### src/sv/panel_power_window_monitor_defines.svh
// Assertion macros shared by the panel power window monitor RTL.
`ifndef PANEL_POWER_WINDOW_MONITOR_DEFINES_SVH
`define PANEL_POWER_WINDOW_MONITOR_DEFINES_SVH

// Condition that must hold at every clock edge outside reset.
`define PPWM_ASSERT_ALWAYS(label, cond, msg) \
   label: assert property (@(posedge clock) disable iff (reset) (cond)) else $error(msg);

// Consequence that must hold in the same cycle as the antecedent.
`define PPWM_ASSERT_IMPLY(label, ante, cons, msg) \
   label: assert property (@(posedge clock) disable iff (reset) (ante) |-> (cons)) \
      else $error(msg);

// Consequence that must hold in the cycle after the antecedent.
`define PPWM_ASSERT_NEXT(label, ante, cons, msg) \
   label: assert property (@(posedge clock) disable iff (reset) (ante) |=> (cons)) \
      else $error(msg);

`endif

### src/sv/ppwm_pkg.sv
// Types and constants shared by the panel power window monitor modules.
package ppwm_pkg;

   localparam int DefaultWindowSamples = 5;

   localparam int CodeWidth     = 12;
   localparam int RegWidth      = 16;
   localparam int PowerWidth    = 23;
   localparam int FaultWidth    = 2;
   localparam int IndexWidth    = 6;
   localparam int SumWidth      = 29;
   localparam int CsrIndexWidth = 2;
   localparam int MulWidth      = 32;
   localparam int ProductWidth  = 64;

   localparam logic [RegWidth-1:0] ResetFullScaleVolt = 16'd48000;
   localparam logic [RegWidth-1:0] ResetFullScaleAmp  = 16'd20000;
   localparam logic [RegWidth-1:0] ResetVoltLimit     = 16'd40000;
   localparam logic [RegWidth-1:0] ResetAmpLimit      = 16'd15000;

   // Scaling divides by 4095 = 2^12 - 1 with rounding by adding half the divisor.
   localparam int AdcShift = 12;
   localparam logic [AdcShift-1:0] AdcDivisor = 12'd4095;
   localparam logic [AdcShift-1:0] AdcHalf    = 12'd2047;

   // Exact floor division by 1000 for any 32-bit product: multiply and shift.
   localparam logic [MulWidth-1:0] Recip1000      = 32'd2199023256;
   localparam int                  Recip1000Shift = 41;

   typedef enum logic [CsrIndexWidth-1:0] {
      CSR_FULL_SCALE_VOLT = 2'd0,
      CSR_FULL_SCALE_AMP  = 2'd1,
      CSR_VOLT_LIMIT      = 2'd2,
      CSR_AMP_LIMIT       = 2'd3
   } csr_index_type;

   typedef enum logic [3:0] {
      ST_IDLE,
      ST_MUL_V,
      ST_MUL_A,
      ST_DIV_V,
      ST_DIV_A,
      ST_MUL_P,
      ST_MUL_R,
      ST_ACC,
      ST_AVG,
      ST_OUT
   } state_type;

   typedef enum logic [2:0] {
      MSEL_VOLT,
      MSEL_AMP,
      MSEL_POWER,
      MSEL_RECIP,
      MSEL_AVERAGE
   } mul_sel_type;

   typedef struct packed {
      logic        capture;
      logic        mul_en;
      mul_sel_type mul_sel;
      logic        load_mv;
      logic        load_ma;
      logic        accumulate;
      logic        load_rsp;
   } cmd_type;

   typedef struct packed {
      logic window_last;
      logic rsp_free;
   } sts_type;

endpackage

### src/sv/ppwm_channels.sv
// Handshake channel interfaces for ADC sample requests and power results.
interface ppwm_req_if;
   logic                           valid;
   logic                           ready;
   logic [ppwm_pkg::CodeWidth-1:0] raw_volt_code;
   logic [ppwm_pkg::CodeWidth-1:0] raw_amp_code;

   modport source (output valid, output raw_volt_code, output raw_amp_code, input ready);
   modport sink (input valid, input raw_volt_code, input raw_amp_code, output ready);
endinterface

interface ppwm_rsp_if;
   logic                             valid;
   logic                             ready;
   logic [ppwm_pkg::RegWidth-1:0]    volt_mv;
   logic [ppwm_pkg::RegWidth-1:0]    amp_ma;
   logic [ppwm_pkg::PowerWidth-1:0]  sample_power_mw;
   logic [ppwm_pkg::PowerWidth-1:0]  average_power_mw;
   logic [ppwm_pkg::FaultWidth-1:0]  fault_code;
   logic                             window_end;

   modport source (
      output valid, output volt_mv, output amp_ma, output sample_power_mw,
      output average_power_mw, output fault_code, output window_end, input ready
   );
   modport sink (
      input valid, input volt_mv, input amp_ma, input sample_power_mw,
      input average_power_mw, input fault_code, input window_end, output ready
   );
endinterface

### src/sv/ppwm_ctrl.sv
// Sequencer that steps one sample pair through the shared multiplier datapath.
module ppwm_ctrl (
   input  logic              clock,
   input  logic              reset,
   input  logic              req_valid,
   output logic              req_ready,
   output ppwm_pkg::cmd_type cmd,
   input  ppwm_pkg::sts_type sts
);

   ppwm_pkg::state_type state_ff;
   ppwm_pkg::state_type state_in;

   always_ff @(posedge clock) begin
      if (reset) begin
         state_ff <= ppwm_pkg::ST_IDLE;
      end else begin
         state_ff <= state_in;
      end
   end

   always_comb begin
      state_in = state_ff;
      case (state_ff)
         ppwm_pkg::ST_IDLE: begin
            if (req_valid) begin
               state_in = ppwm_pkg::ST_MUL_V;
            end
         end
         ppwm_pkg::ST_MUL_V: state_in = ppwm_pkg::ST_MUL_A;
         ppwm_pkg::ST_MUL_A: state_in = ppwm_pkg::ST_DIV_V;
         ppwm_pkg::ST_DIV_V: state_in = ppwm_pkg::ST_DIV_A;
         ppwm_pkg::ST_DIV_A: state_in = ppwm_pkg::ST_MUL_P;
         ppwm_pkg::ST_MUL_P: state_in = ppwm_pkg::ST_MUL_R;
         ppwm_pkg::ST_MUL_R: state_in = ppwm_pkg::ST_ACC;
         ppwm_pkg::ST_ACC: begin
            state_in = sts.window_last ? ppwm_pkg::ST_AVG : ppwm_pkg::ST_OUT;
         end
         ppwm_pkg::ST_AVG: state_in = ppwm_pkg::ST_OUT;
         ppwm_pkg::ST_OUT: begin
            if (sts.rsp_free) begin
               state_in = ppwm_pkg::ST_IDLE;
            end
         end
         default: state_in = ppwm_pkg::ST_IDLE;
      endcase
   end

   always_comb begin
      cmd         = '0;
      cmd.mul_sel = ppwm_pkg::MSEL_VOLT;
      req_ready   = 1'b0;
      case (state_ff)
         ppwm_pkg::ST_IDLE: begin
            req_ready   = 1'b1;
            cmd.capture = req_valid;
         end
         ppwm_pkg::ST_MUL_V: begin
            cmd.mul_en  = 1'b1;
            cmd.mul_sel = ppwm_pkg::MSEL_VOLT;
         end
         ppwm_pkg::ST_MUL_A: begin
            cmd.mul_en  = 1'b1;
            cmd.mul_sel = ppwm_pkg::MSEL_AMP;
         end
         ppwm_pkg::ST_DIV_V: cmd.load_mv = 1'b1;
         ppwm_pkg::ST_DIV_A: cmd.load_ma = 1'b1;
         ppwm_pkg::ST_MUL_P: begin
            cmd.mul_en  = 1'b1;
            cmd.mul_sel = ppwm_pkg::MSEL_POWER;
         end
         ppwm_pkg::ST_MUL_R: begin
            cmd.mul_en  = 1'b1;
            cmd.mul_sel = ppwm_pkg::MSEL_RECIP;
         end
         ppwm_pkg::ST_ACC: cmd.accumulate = 1'b1;
         ppwm_pkg::ST_AVG: begin
            cmd.mul_en  = 1'b1;
            cmd.mul_sel = ppwm_pkg::MSEL_AVERAGE;
         end
         ppwm_pkg::ST_OUT: cmd.load_rsp = sts.rsp_free;
         default: cmd = '0;
      endcase
   end

endmodule

### src/sv/ppwm_datapath.sv
// Datapath with configuration registers, shared multiplier, divide-by-4095 and window state.
`include "panel_power_window_monitor_defines.svh"

module ppwm_datapath #(
   parameter int WINDOW_SAMPLES = ppwm_pkg::DefaultWindowSamples
) (
   input  logic                                clock,
   input  logic                                reset,
   input  ppwm_pkg::cmd_type                   cmd,
   output ppwm_pkg::sts_type                   sts,
   input  logic [ppwm_pkg::CodeWidth-1:0]      raw_volt_code,
   input  logic [ppwm_pkg::CodeWidth-1:0]      raw_amp_code,
   input  logic                                csr_we,
   input  logic [ppwm_pkg::CsrIndexWidth-1:0]  csr_index,
   input  logic [ppwm_pkg::RegWidth-1:0]       csr_wdata,
   input  logic                                rsp_ready,
   output logic                                rsp_valid,
   output logic [ppwm_pkg::RegWidth-1:0]       volt_mv,
   output logic [ppwm_pkg::RegWidth-1:0]       amp_ma,
   output logic [ppwm_pkg::PowerWidth-1:0]     sample_power_mw,
   output logic [ppwm_pkg::PowerWidth-1:0]     average_power_mw,
   output logic [ppwm_pkg::FaultWidth-1:0]     fault_code,
   output logic                                window_end
);

   localparam int CW = ppwm_pkg::CodeWidth;
   localparam int RW = ppwm_pkg::RegWidth;
   localparam int PW = ppwm_pkg::PowerWidth;
   localparam int MW = ppwm_pkg::MulWidth;
   localparam int SW = ppwm_pkg::SumWidth;
   localparam int IW = ppwm_pkg::IndexWidth;
   localparam int AS = ppwm_pkg::AdcShift;
   localparam int XW = CW + RW + 1;
   localparam int QW = XW + 1 - AS;
   localparam int RemW = XW + 2;
   localparam int AvgShift = SW + $clog2(WINDOW_SAMPLES);
   localparam logic [63:0] AvgRecip =
      ((64'd1 << AvgShift) + 64'(WINDOW_SAMPLES) - 64'd1) / 64'(WINDOW_SAMPLES);

   logic [RW-1:0] fs_volt_ff, fs_amp_ff, volt_limit_ff, amp_limit_ff;
   logic [CW-1:0] vcode_ff, acode_ff;
   logic [ppwm_pkg::ProductWidth-1:0] prod_ff, prod_in;
   logic [MW-1:0] mul_a, mul_b;
   logic [XW-1:0] x_ff, x_in;
   logic [QW-1:0] q0_ff, q0_in;
   logic [XW:0]   s_sum;
   logic [RemW-1:0] rem;
   logic [RW-1:0] quot;
   logic [RW-1:0] mv_ff, ma_ff;
   logic [PW-1:0] pw_ff, pw_in;
   logic [PW-1:0] avg;
   logic [IW-1:0] index_ff;
   logic [SW-1:0] sum_ff;
   logic ov_seen_ff, oc_seen_ff;
   logic rsp_valid_ff;
   logic [RW-1:0] rsp_mv_ff, rsp_ma_ff;
   logic [PW-1:0] rsp_pw_ff, rsp_avg_ff;
   logic [ppwm_pkg::FaultWidth-1:0] rsp_fault_ff;
   logic rsp_end_ff;

   always_ff @(posedge clock) begin
      if (reset) begin
         fs_volt_ff    <= ppwm_pkg::ResetFullScaleVolt;
         fs_amp_ff     <= ppwm_pkg::ResetFullScaleAmp;
         volt_limit_ff <= ppwm_pkg::ResetVoltLimit;
         amp_limit_ff  <= ppwm_pkg::ResetAmpLimit;
      end else if (csr_we) begin
         case (ppwm_pkg::csr_index_type'(csr_index))
            ppwm_pkg::CSR_FULL_SCALE_VOLT: fs_volt_ff    <= csr_wdata;
            ppwm_pkg::CSR_FULL_SCALE_AMP:  fs_amp_ff     <= csr_wdata;
            ppwm_pkg::CSR_VOLT_LIMIT:      volt_limit_ff <= csr_wdata;
            ppwm_pkg::CSR_AMP_LIMIT:       amp_limit_ff  <= csr_wdata;
            default: fs_volt_ff <= fs_volt_ff;
         endcase
      end
   end

   always_ff @(posedge clock) begin
      if (cmd.capture) begin
         vcode_ff <= raw_volt_code;
         acode_ff <= raw_amp_code;
      end
   end

   always_comb begin
      mul_a = '0;
      mul_b = '0;
      case (cmd.mul_sel)
         ppwm_pkg::MSEL_VOLT: begin
            mul_a = MW'(vcode_ff);
            mul_b = MW'(fs_volt_ff);
         end
         ppwm_pkg::MSEL_AMP: begin
            mul_a = MW'(acode_ff);
            mul_b = MW'(fs_amp_ff);
         end
         ppwm_pkg::MSEL_POWER: begin
            mul_a = MW'(mv_ff);
            mul_b = MW'(ma_ff);
         end
         ppwm_pkg::MSEL_RECIP: begin
            mul_a = prod_ff[MW-1:0];
            mul_b = ppwm_pkg::Recip1000;
         end
         ppwm_pkg::MSEL_AVERAGE: begin
            mul_a = MW'(sum_ff);
            mul_b = AvgRecip[MW-1:0];
         end
         default: mul_a = '0;
      endcase
   end

   assign prod_in = 64'(mul_a) * 64'(mul_b);

   always_ff @(posedge clock) begin
      if (cmd.mul_en) begin
         prod_ff <= prod_in;
      end
   end

   // Rounded division by 2^12 - 1: estimate from the geometric series, then one correction.
   assign x_in  = XW'(prod_ff[XW-2:0]) + XW'(ppwm_pkg::AdcHalf);
   assign s_sum = (XW+1)'(x_in) + (XW+1)'(x_in >> AS) + (XW+1)'(x_in >> (2 * AS));
   assign q0_in = s_sum[XW:AS];

   always_ff @(posedge clock) begin
      x_ff  <= x_in;
      q0_ff <= q0_in;
   end

   assign rem  = RemW'(x_ff) + RemW'(q0_ff) - (RemW'(q0_ff) << AS);
   assign quot = RW'(q0_ff) + RW'(rem >= RemW'(ppwm_pkg::AdcDivisor));

   always_ff @(posedge clock) begin
      if (cmd.load_mv) begin
         mv_ff <= quot;
      end
      if (cmd.load_ma) begin
         ma_ff <= quot;
      end
   end

   assign pw_in = prod_ff[ppwm_pkg::Recip1000Shift +: PW];
   assign avg   = prod_ff[AvgShift +: PW];

   always_ff @(posedge clock) begin
      if (cmd.accumulate) begin
         pw_ff <= pw_in;
      end
   end

   assign sts.window_last = ((IW+1)'(index_ff) + (IW+1)'(1)) >= (IW+1)'(WINDOW_SAMPLES);
   assign sts.rsp_free    = !rsp_valid_ff || rsp_ready;

   always_ff @(posedge clock) begin
      if (reset) begin
         index_ff   <= '0;
         sum_ff     <= '0;
         ov_seen_ff <= 1'b0;
         oc_seen_ff <= 1'b0;
      end else if (cmd.accumulate) begin
         sum_ff     <= sum_ff + SW'(pw_in);
         ov_seen_ff <= ov_seen_ff || (mv_ff > volt_limit_ff);
         oc_seen_ff <= oc_seen_ff || (ma_ff > amp_limit_ff);
      end else if (cmd.load_rsp) begin
         if (sts.window_last) begin
            index_ff   <= '0;
            sum_ff     <= '0;
            ov_seen_ff <= 1'b0;
            oc_seen_ff <= 1'b0;
         end else begin
            index_ff <= index_ff + IW'(1);
         end
      end
   end

   always_ff @(posedge clock) begin
      if (reset) begin
         rsp_valid_ff <= 1'b0;
      end else if (cmd.load_rsp) begin
         rsp_valid_ff <= 1'b1;
      end else if (rsp_ready) begin
         rsp_valid_ff <= 1'b0;
      end
   end

   always_ff @(posedge clock) begin
      if (cmd.load_rsp) begin
         rsp_mv_ff    <= mv_ff;
         rsp_ma_ff    <= ma_ff;
         rsp_pw_ff    <= pw_ff;
         rsp_avg_ff   <= sts.window_last ? avg : '0;
         rsp_fault_ff <= sts.window_last ? {oc_seen_ff, ov_seen_ff} : '0;
         rsp_end_ff   <= sts.window_last;
      end
   end

   assign rsp_valid        = rsp_valid_ff;
   assign volt_mv          = rsp_mv_ff;
   assign amp_ma           = rsp_ma_ff;
   assign sample_power_mw  = rsp_pw_ff;
   assign average_power_mw = rsp_avg_ff;
   assign fault_code       = rsp_fault_ff;
   assign window_end       = rsp_end_ff;

   `PPWM_ASSERT_ALWAYS(a_index_in_window, index_ff < WINDOW_SAMPLES, "window index out of range")
   `PPWM_ASSERT_IMPLY(a_load_only_when_free, cmd.load_rsp, sts.rsp_free, "result overwritten")
   `PPWM_ASSERT_NEXT(a_window_cleared, cmd.load_rsp && sts.window_last,
      index_ff == '0 && sum_ff == '0 && !ov_seen_ff && !oc_seen_ff, "window state not cleared")
   `PPWM_ASSERT_IMPLY(a_summary_only_at_end, rsp_valid_ff && !rsp_end_ff,
      rsp_fault_ff == '0 && rsp_avg_ff == '0, "window summary outside window end")

endmodule

### src/sv/panel_power_window_monitor.sv
// Each sample pair steps through the sequencer states from its transfer to its result
// in the output register, with one more state at a window end for the average multiply.
// One 32x32 multiplier is shared by the two scalings, the power product, the divide by
// 1000 and the average, so a new pair is taken only after the last result is loaded.
// A result waits in its output register; the sequencer stalls only if it is still waiting.
// Synchronous active-high reset restores the register defaults and clears the window state.
module panel_power_window_monitor #(
   parameter int WINDOW_SAMPLES = ppwm_pkg::DefaultWindowSamples
) (
   input  logic                               clock,
   input  logic                               reset,
   ppwm_req_if.sink                           req_ch,
   ppwm_rsp_if.source                         rsp_ch,
   input  logic                               csr_we,
   input  logic [ppwm_pkg::CsrIndexWidth-1:0] csr_index,
   input  logic [ppwm_pkg::RegWidth-1:0]      csr_wdata
);

   ppwm_pkg::cmd_type cmd;
   ppwm_pkg::sts_type sts;

   ppwm_ctrl u_ctrl (
      .clock     (clock),
      .reset     (reset),
      .req_valid (req_ch.valid),
      .req_ready (req_ch.ready),
      .cmd       (cmd),
      .sts       (sts)
   );

   ppwm_datapath #(
      .WINDOW_SAMPLES (WINDOW_SAMPLES)
   ) u_datapath (
      .clock            (clock),
      .reset            (reset),
      .cmd              (cmd),
      .sts              (sts),
      .raw_volt_code    (req_ch.raw_volt_code),
      .raw_amp_code     (req_ch.raw_amp_code),
      .csr_we           (csr_we),
      .csr_index        (csr_index),
      .csr_wdata        (csr_wdata),
      .rsp_ready        (rsp_ch.ready),
      .rsp_valid        (rsp_ch.valid),
      .volt_mv          (rsp_ch.volt_mv),
      .amp_ma           (rsp_ch.amp_ma),
      .sample_power_mw  (rsp_ch.sample_power_mw),
      .average_power_mw (rsp_ch.average_power_mw),
      .fault_code       (rsp_ch.fault_code),
      .window_end       (rsp_ch.window_end)
   );

endmodule
### src/flat_wrapper.sv
// flat-port wrapper written by rule: the top's interface ports become plain ports
module panel_power_window_monitor_flat 
#(
   parameter int WINDOW_SAMPLES = ppwm_pkg::DefaultWindowSamples
)
  (clock, reset, csr_we, csr_index, csr_wdata, req_ch_valid, req_ch_raw_volt_code, req_ch_raw_amp_code, req_ch_ready, rsp_ch_valid, rsp_ch_volt_mv, rsp_ch_amp_ma, rsp_ch_sample_power_mw, rsp_ch_average_power_mw, rsp_ch_fault_code, rsp_ch_window_end, rsp_ch_ready);
  ppwm_req_if req_ch_i ();
  ppwm_rsp_if rsp_ch_i ();
  input  logic clock;
  input  logic reset;
  input  logic csr_we;
  input  logic [ppwm_pkg::CsrIndexWidth-1:0] csr_index;
  input  logic [ppwm_pkg::RegWidth-1:0] csr_wdata;
  input wire logic [$bits(req_ch_i.valid)-1:0] req_ch_valid;
  input wire logic [$bits(req_ch_i.raw_volt_code)-1:0] req_ch_raw_volt_code;
  input wire logic [$bits(req_ch_i.raw_amp_code)-1:0] req_ch_raw_amp_code;
  output wire logic [$bits(req_ch_i.ready)-1:0] req_ch_ready;
  output wire logic [$bits(rsp_ch_i.valid)-1:0] rsp_ch_valid;
  output wire logic [$bits(rsp_ch_i.volt_mv)-1:0] rsp_ch_volt_mv;
  output wire logic [$bits(rsp_ch_i.amp_ma)-1:0] rsp_ch_amp_ma;
  output wire logic [$bits(rsp_ch_i.sample_power_mw)-1:0] rsp_ch_sample_power_mw;
  output wire logic [$bits(rsp_ch_i.average_power_mw)-1:0] rsp_ch_average_power_mw;
  output wire logic [$bits(rsp_ch_i.fault_code)-1:0] rsp_ch_fault_code;
  output wire logic [$bits(rsp_ch_i.window_end)-1:0] rsp_ch_window_end;
  input wire logic [$bits(rsp_ch_i.ready)-1:0] rsp_ch_ready;
  assign req_ch_i.valid = req_ch_valid;
  assign req_ch_i.raw_volt_code = req_ch_raw_volt_code;
  assign req_ch_i.raw_amp_code = req_ch_raw_amp_code;
  assign req_ch_ready = req_ch_i.ready;
  assign rsp_ch_valid = rsp_ch_i.valid;
  assign rsp_ch_volt_mv = rsp_ch_i.volt_mv;
  assign rsp_ch_amp_ma = rsp_ch_i.amp_ma;
  assign rsp_ch_sample_power_mw = rsp_ch_i.sample_power_mw;
  assign rsp_ch_average_power_mw = rsp_ch_i.average_power_mw;
  assign rsp_ch_fault_code = rsp_ch_i.fault_code;
  assign rsp_ch_window_end = rsp_ch_i.window_end;
  assign rsp_ch_i.ready = rsp_ch_ready;
  panel_power_window_monitor #(.WINDOW_SAMPLES(WINDOW_SAMPLES)) u_core (.clock(clock), .reset(reset), .req_ch(req_ch_i), .rsp_ch(rsp_ch_i), .csr_we(csr_we), .csr_index(csr_index), .csr_wdata(csr_wdata));
endmodule
### config.mk
export PLATFORM = sky130hd
export DESIGN_NAME = panel_power_window_monitor_flat
export DESIGN_NICKNAME = d
export VERILOG_FILES = /design/src/sv/ppwm_pkg.sv /design/src/sv/ppwm_channels.sv /design/src/sv/ppwm_ctrl.sv /design/src/sv/ppwm_datapath.sv /design/src/sv/panel_power_window_monitor.sv /design/src/flat_wrapper.sv
export VERILOG_INCLUDE_DIRS = /design/src /design/src/sv
export SDC_FILE = /design/constraint.sdc
export NUM_CORES = 2
export LEC_CHECK = 0
export ABC_AREA = 1
export BUFFER_PORTS_ARGS = -buffer_cell sky130_fd_sc_hd__buf_4
export CAP_MARGIN = 0
export CORE_ASPECT_RATIO = 1.2
export CORE_MARGIN = 5
export CORE_UTILIZATION = 40
export CTS_CLUSTER_DIAMETER = 80
export DETAILED_ROUTE_END_ITERATION = 12
export GPL_ROUTABILITY_DRIVEN = 0
export SETUP_SLACK_MARGIN = 0.2
export SYNTH_ARGS = -nofsm -noshare
export SYNTH_HDL_FRONTEND = slang
export SYNTH_SLANG_ARGS = --single-unit
### constraint.sdc
create_clock -name clock -period 13.41 [get_ports clock]
set_input_delay 4.023 -clock clock [delete_from_list [all_inputs] [get_ports clock]]
set_output_delay 4.023 -clock clock [all_outputs]
set_load 0.02 [all_outputs]
## Word-level counts from Yosys, hierarchy flattened

Index checks and enable logic that the tools add are counted.

- Input port bits: 47
- Output and inout port bits: 83
- Bits in registers: 377
- Logic and storage cells: 97

- $lt $le $gt $ge: 4
- $add $sub $neg: 9
- Bitwise logic cells: 1
- Reductions and logical operators: 17
- Eq/ne operators: 18
- Muxes and demuxes: 23
- $mul: 1

Operators by type and width:

| kind | number |
|---|---|
| $pmux 32 s5 | 2 |
| $mux 29 | 3 |
| $mul 32x32->64 | 1 |
| $pmux 4 s10 | 1 |
| $gt 16x16->1 | 2 |
| $ge 31x12->1 const B | 1 |
| $sub 30x30->31 | 1 |
| $add 29x17->30 | 1 |
| $add 29x18->30 | 1 |
| $add 30x5->30 | 1 |
| $add 28x11->29 const B | 1 |
| $add 29x23->29 | 1 |
| $pmux 4 s5 | 1 |
| $add 16x1->16 | 1 |
| $eq 4x3->1 const B | 4 |
| $reduce_and 2->1 | 7 |
| $mux 1 | 13 |
| $eq 4x2->1 const B | 2 |
| $eq 4x4->1 const B | 2 |
| $mux 4 | 2 |
| $add 6x1->7 const B | 1 |
| $ge 7x3->1 const B | 1 |
| $add 6x1->6 const B | 1 |
| $eq 3x2->1 const B | 2 |
| other kinds (14) | 20 |

## Depth between registers and ports, before layout

- Depth in word-level cells: 5
- Mapped depth: 38
- Gate-level depth less buffers: 36

## Modules after synthesis

Synthesis repeated with hierarchy kept, for this count alone.

- Cell total of the unflattened synthesis: 5309
- Area total of the unflattened synthesis: 46548.4 µm²

Modules (own cells, without submodules):

| module | area an instance (µm²) | cells an instance | instances |
|---|---|---|---|
| ppwm_datapath | 46235.6 | 5259 | 1 |
| ppwm_ctrl | 312.8 | 50 | 1 |

## Worst setup path before layout

Ideal clock, no wire load.

- Path type: reg-to-reg
- From: reg u_core.u_ctrl.state_ff[3]
- To: reg u_core.u_datapath.prod_ff[52] (netlist name) (data pin)
- Cell stages (with the launch flop): 35
- Slack: 6.002 ns
- Data arrival time: 7.150 ns
- Buffers on the path: 2
- Data required time: 13.152 ns
- Cells stage by stage: dfxtp_1 -> inv_2 -> nor2_4 -> nand2_4 -> buf_2 -> nor2_1 -> inv_1 -> nand2_1 -> a21oi_1 -> buf_2 -> nor2_1 -> fa_1 -> fa_1 -> fa_1 -> inv_1 -> fa_1 -> inv_1 -> fa_1 -> inv_1 -> fa_1 -> inv_1 -> fa_1 -> fa_1 -> ha_1 -> nand2_1 -> nor2_1 -> inv_1 -> nor2_1 -> inv_1 -> nor4_1 -> nand3_1 -> nand3_1 -> a21o_1 -> a21oi_1 -> xnor2_1

- Cells in the longest elaborated chain, start to end: 5
- Elaborated cells between the ends (all ways): 14

Ends and longest elaborated chain:

| what | RTL line | RTL |
|---|---|---|
| start, declared | ppwm_ctrl.sv:11 | `ppwm_pkg::state_type state_ff;` |
| start signal, assigned | ppwm_ctrl.sv:16 | `state_ff <= ppwm_pkg::ST_IDLE;` |
| start signal, assigned | ppwm_ctrl.sv:18 | `state_ff <= state_in;` |
| $eq 4x4->1 (tied with other cells) | ppwm_ctrl.sv:53 | `case (state_ff)` |
| $pmux 4 s5 * | ppwm_ctrl.sv:53 |  |
| $eq 3x3->1 (tied with other cells) | ppwm_datapath.sv:88 | `case (cmd.mul_sel)` |
| $pmux 32 s5 | ppwm_datapath.sv:88 |  |
| $mul 32x32->64 * | ppwm_datapath.sv:113 | `assign prod_in = 64'(mul_a) * 64'(mul_b);` |
| net u_core.u_datapath.prod_in, one bit | ppwm_datapath.sv:42 | `logic [ppwm_pkg::ProductWidth-1:0] prod_ff, prod_in;` |
| end signal, assigned | ppwm_datapath.sv:117 | `prod_ff <= prod_in;` |
| end, declared | ppwm_datapath.sv:42 |  |

Mark *: on every way through the listed nets, which the timed path passes. The rest lies on a longest branch.
A chain may end at the register's enable or synchronous reset.

## Worst setup path after layout

- From: reg u_core.u_ctrl.state_ff[0]
- To: reg u_core.u_datapath.prod_ff[57] (netlist name) (data pin)

Same word-level chain as after synthesis.

==> metrics.txt <==
outcome=finished clean; hpwl dp=128 mm; vias in the first global route=37000; Syn Std Cell Area=roughly 47000 um^2; Avg Inst Size Synth=about 8.8 um^2; Final min period=approximately 10 ns; Worst path slowest cell=o21ai_2; Synth Flop Type=edfxtp_1; Antenna Cells=0; initial core utilization=between 40% and 50%; Synth warnings=0; drt first-iter violations=roughly 2800; Setup TNS Final=0 ns; clk root buf=clkbuf_16; Worst slew margin=22.7%; r2r worst-path depth=30; CTS tree=yes; Final period util=between 70% and 80%; wire per inst=20.9 um; multi-input logic area=31300 um^2; Top delay family on crit path=adder cells; Worst Path Required=between 10 and 15 ns; Worst path depth=30; Worst Tran Pin Value=between 1 and 1.5 ns; Num CTS Buffers=42; sequential-to-total area share from yosys stat=approximately 21%; Hold-fix buffers, CTS=0; first-pass GRT wire length=between 200 and 250 mm; Total Nets Final=between 6000 and 7000; Core Area=roughly 120000 um^2; Hold Path Stages=0; crit path from=u_core.u_ctrl.state_ff[0]; cells after synthesis=5375; CP dominant cell by count=fa_1; clk_lat worst skew=between 0.5 and 0.6 ns; postcts setup bufs=0; most frequent cells in the layout=inv_1, nand2_1, fa_1; # setup viols final=0; DIE HEIGHT=386 um; DRC Markers=0; clock buffer depth=3; Ports=130; f_max=~0.10 GHz; largest net degree at the start of global routing=between 60 and 70; Rows=approximately 140; First-pass DRT Iterations=8; worst stage delay on the critical path=0.84 ns; Reg area=9790 um^2; Critical Path AT=10.15 ns; flop and latch count out of synthesis=roughly 380; ys async rst share=0%; Detail Route Antenna Nets=0; commonest non-fill, non-tap cell in the layout=inv_1; crit path kind=reg -> reg; PortBufs=between 100 and 150; Max Clock Skew=just over 0.04 ns; number of gates resized after cts=0; crit start category=register; layout cell share with drive strength beyond 1=under 10%; htree depth=2; Fin. Hold Viols=0; CP endpoint kind=register; initial antenna violation count=2; worst hold path type=reg -> reg; WL final=approximately 150 mm; # fillers=roughly 12000; largest fanout on the critical path=34; synth unique cells=about 70; routed via count=~36000; unrepaired setup endpoints after global routing=false; clock sink count=377; FF-to-FF Start=u_core.u_ctrl.state_ff[0]; Die Wd=between 300 and 400 um; Die ar.=between 100000 and 150000 um^2; synthesis-to-finish area growth=9.64%; Pins Over Slew Limit=0; CTS clk-pin slew, worst paths=around 0.07 ns; number of synthesized flops with an enable pin=224; GRT overflow=0; Worst Min Path Start=u_core.u_datapath.pw_ff[19]; Max-Cap Viols=0; Worst Path Buf+Inv=6; via-per-instance ratio=about 5; All-Layer GR Usage=roughly a quarter
worst paths after layout:
| path | slack (ns) | endpoint |
|---|---|---|
| max | 3.57 | u_core.u_datapath.prod_ff[57] |
| min | 0.42 | u_core.u_datapath.sample_power_mw[19] |
| max reg2reg | 3.57 | u_core.u_datapath.prod_ff[57] |
| min reg2reg | 0.42 | u_core.u_datapath.sample_power_mw[19] |
Yosys cell counts, types with 35 or more instances:
master    count  area, um^2
nand2_1     730        2740
o21ai_0     163         816
nand3_1     102         510
dfxtp_1     153        3060
inv_1      1545        5800
buf_2        35         175
ha_1        549        6870
a21oi_1     256        1280
fa_1        684       13700
nor2_1      430        1610
edfxtp_1    224        6730
xor2_1       88         771
logic make-up after synthesis:
| family | after synthesis | share of synthesized area [%] |
|---|---|---|
| other | 2 | 0.0159 |
| DFF | 377 | 20.8 |
| AOI/OAI and AO/OA | 577 | 7.01 |
| adders and majority gates | 1233 | 43.7 |
| xor gates and xnor gates | 126 | 2.46 |
| buffers and inverters | 1660 | 13.4 |
| and+or+nand+nor | 1400 | 12.6 |
state kept, by name, indices dropped and copies added, names as in the netlist, 2 cells and up:
register	flops
u_core.u_datapath.x_ff	29
u_core.u_datapath.index_ff	6
u_core.u_datapath.mv_ff	16
u_core.u_datapath.pw_ff	23
u_core.u_datapath.acode_ff	12
u_core.u_ctrl.state_ff	4
u_core.u_datapath.vcode_ff	12
u_core.u_datapath.prod_ff	64
u_core.u_datapath.ma_ff	16
u_core.u_datapath.amp_limit_ff	16
u_core.u_datapath.q0_ff	18
u_core.u_datapath.amp_ma	16
u_core.u_datapath.fs_volt_ff	16
u_core.u_datapath.fs_amp_ff	16
u_core.u_datapath.volt_mv	16
u_core.u_datapath.average_power_mw	23
u_core.u_datapath.sample_power_mw	23
u_core.u_datapath.fault_code	2
u_core.u_datapath.sum_ff	29
u_core.u_datapath.volt_limit_ff	16
through the flow:
stage               instance area, um^2  setup slack (ns)  cells  hold slack (ns)  util [%]
floorplan                         47400              6.00   5462            0.400         -
global placement                  50200              3.52   7079            0.403      42.7
detailed placement                50200              3.73   7079            0.406      42.7
CTS                               51600              3.72   7157            0.415      44.0
global route                      51600              3.22   7157            0.423      44.0
finish                            51600              3.57   7157            0.419      44.0
layer usage:
metal  up-vias  track usage, %  wire, um
met5         -               0         7
met4         2            12.5      9700
met3       352            2.83      7910
met2      1197            40.7     71600
met1     17800            30.2     60300
li1      16600               -         -
worst register-to-register path, delay by kind of cell (launching register included):
kind,cells,cell delay (ns)
simple gates,11,2.19
xor+xnor,1,0.13
compound gates,3,1.13
buf+inv,6,1.40
fa+ha+maj,9,4.33
flops,1,0.38
final cells by class:
cell class | instances | area share, %
Inverter | 1575 | 11.5
Clock buffer | 54 | 2.28
Timing Repair Buffer | 162 | 2.36
Clock inverter | 24 | 0.540
Sequential cell | 377 | 19.0
Tap cell | 1540 | 3.73
Multi-Input combinational cell | 3425 | 60.7
Power is not shown: default switching activity piles up to over one toggle a cycle in this logic, so the estimate is an artifact.
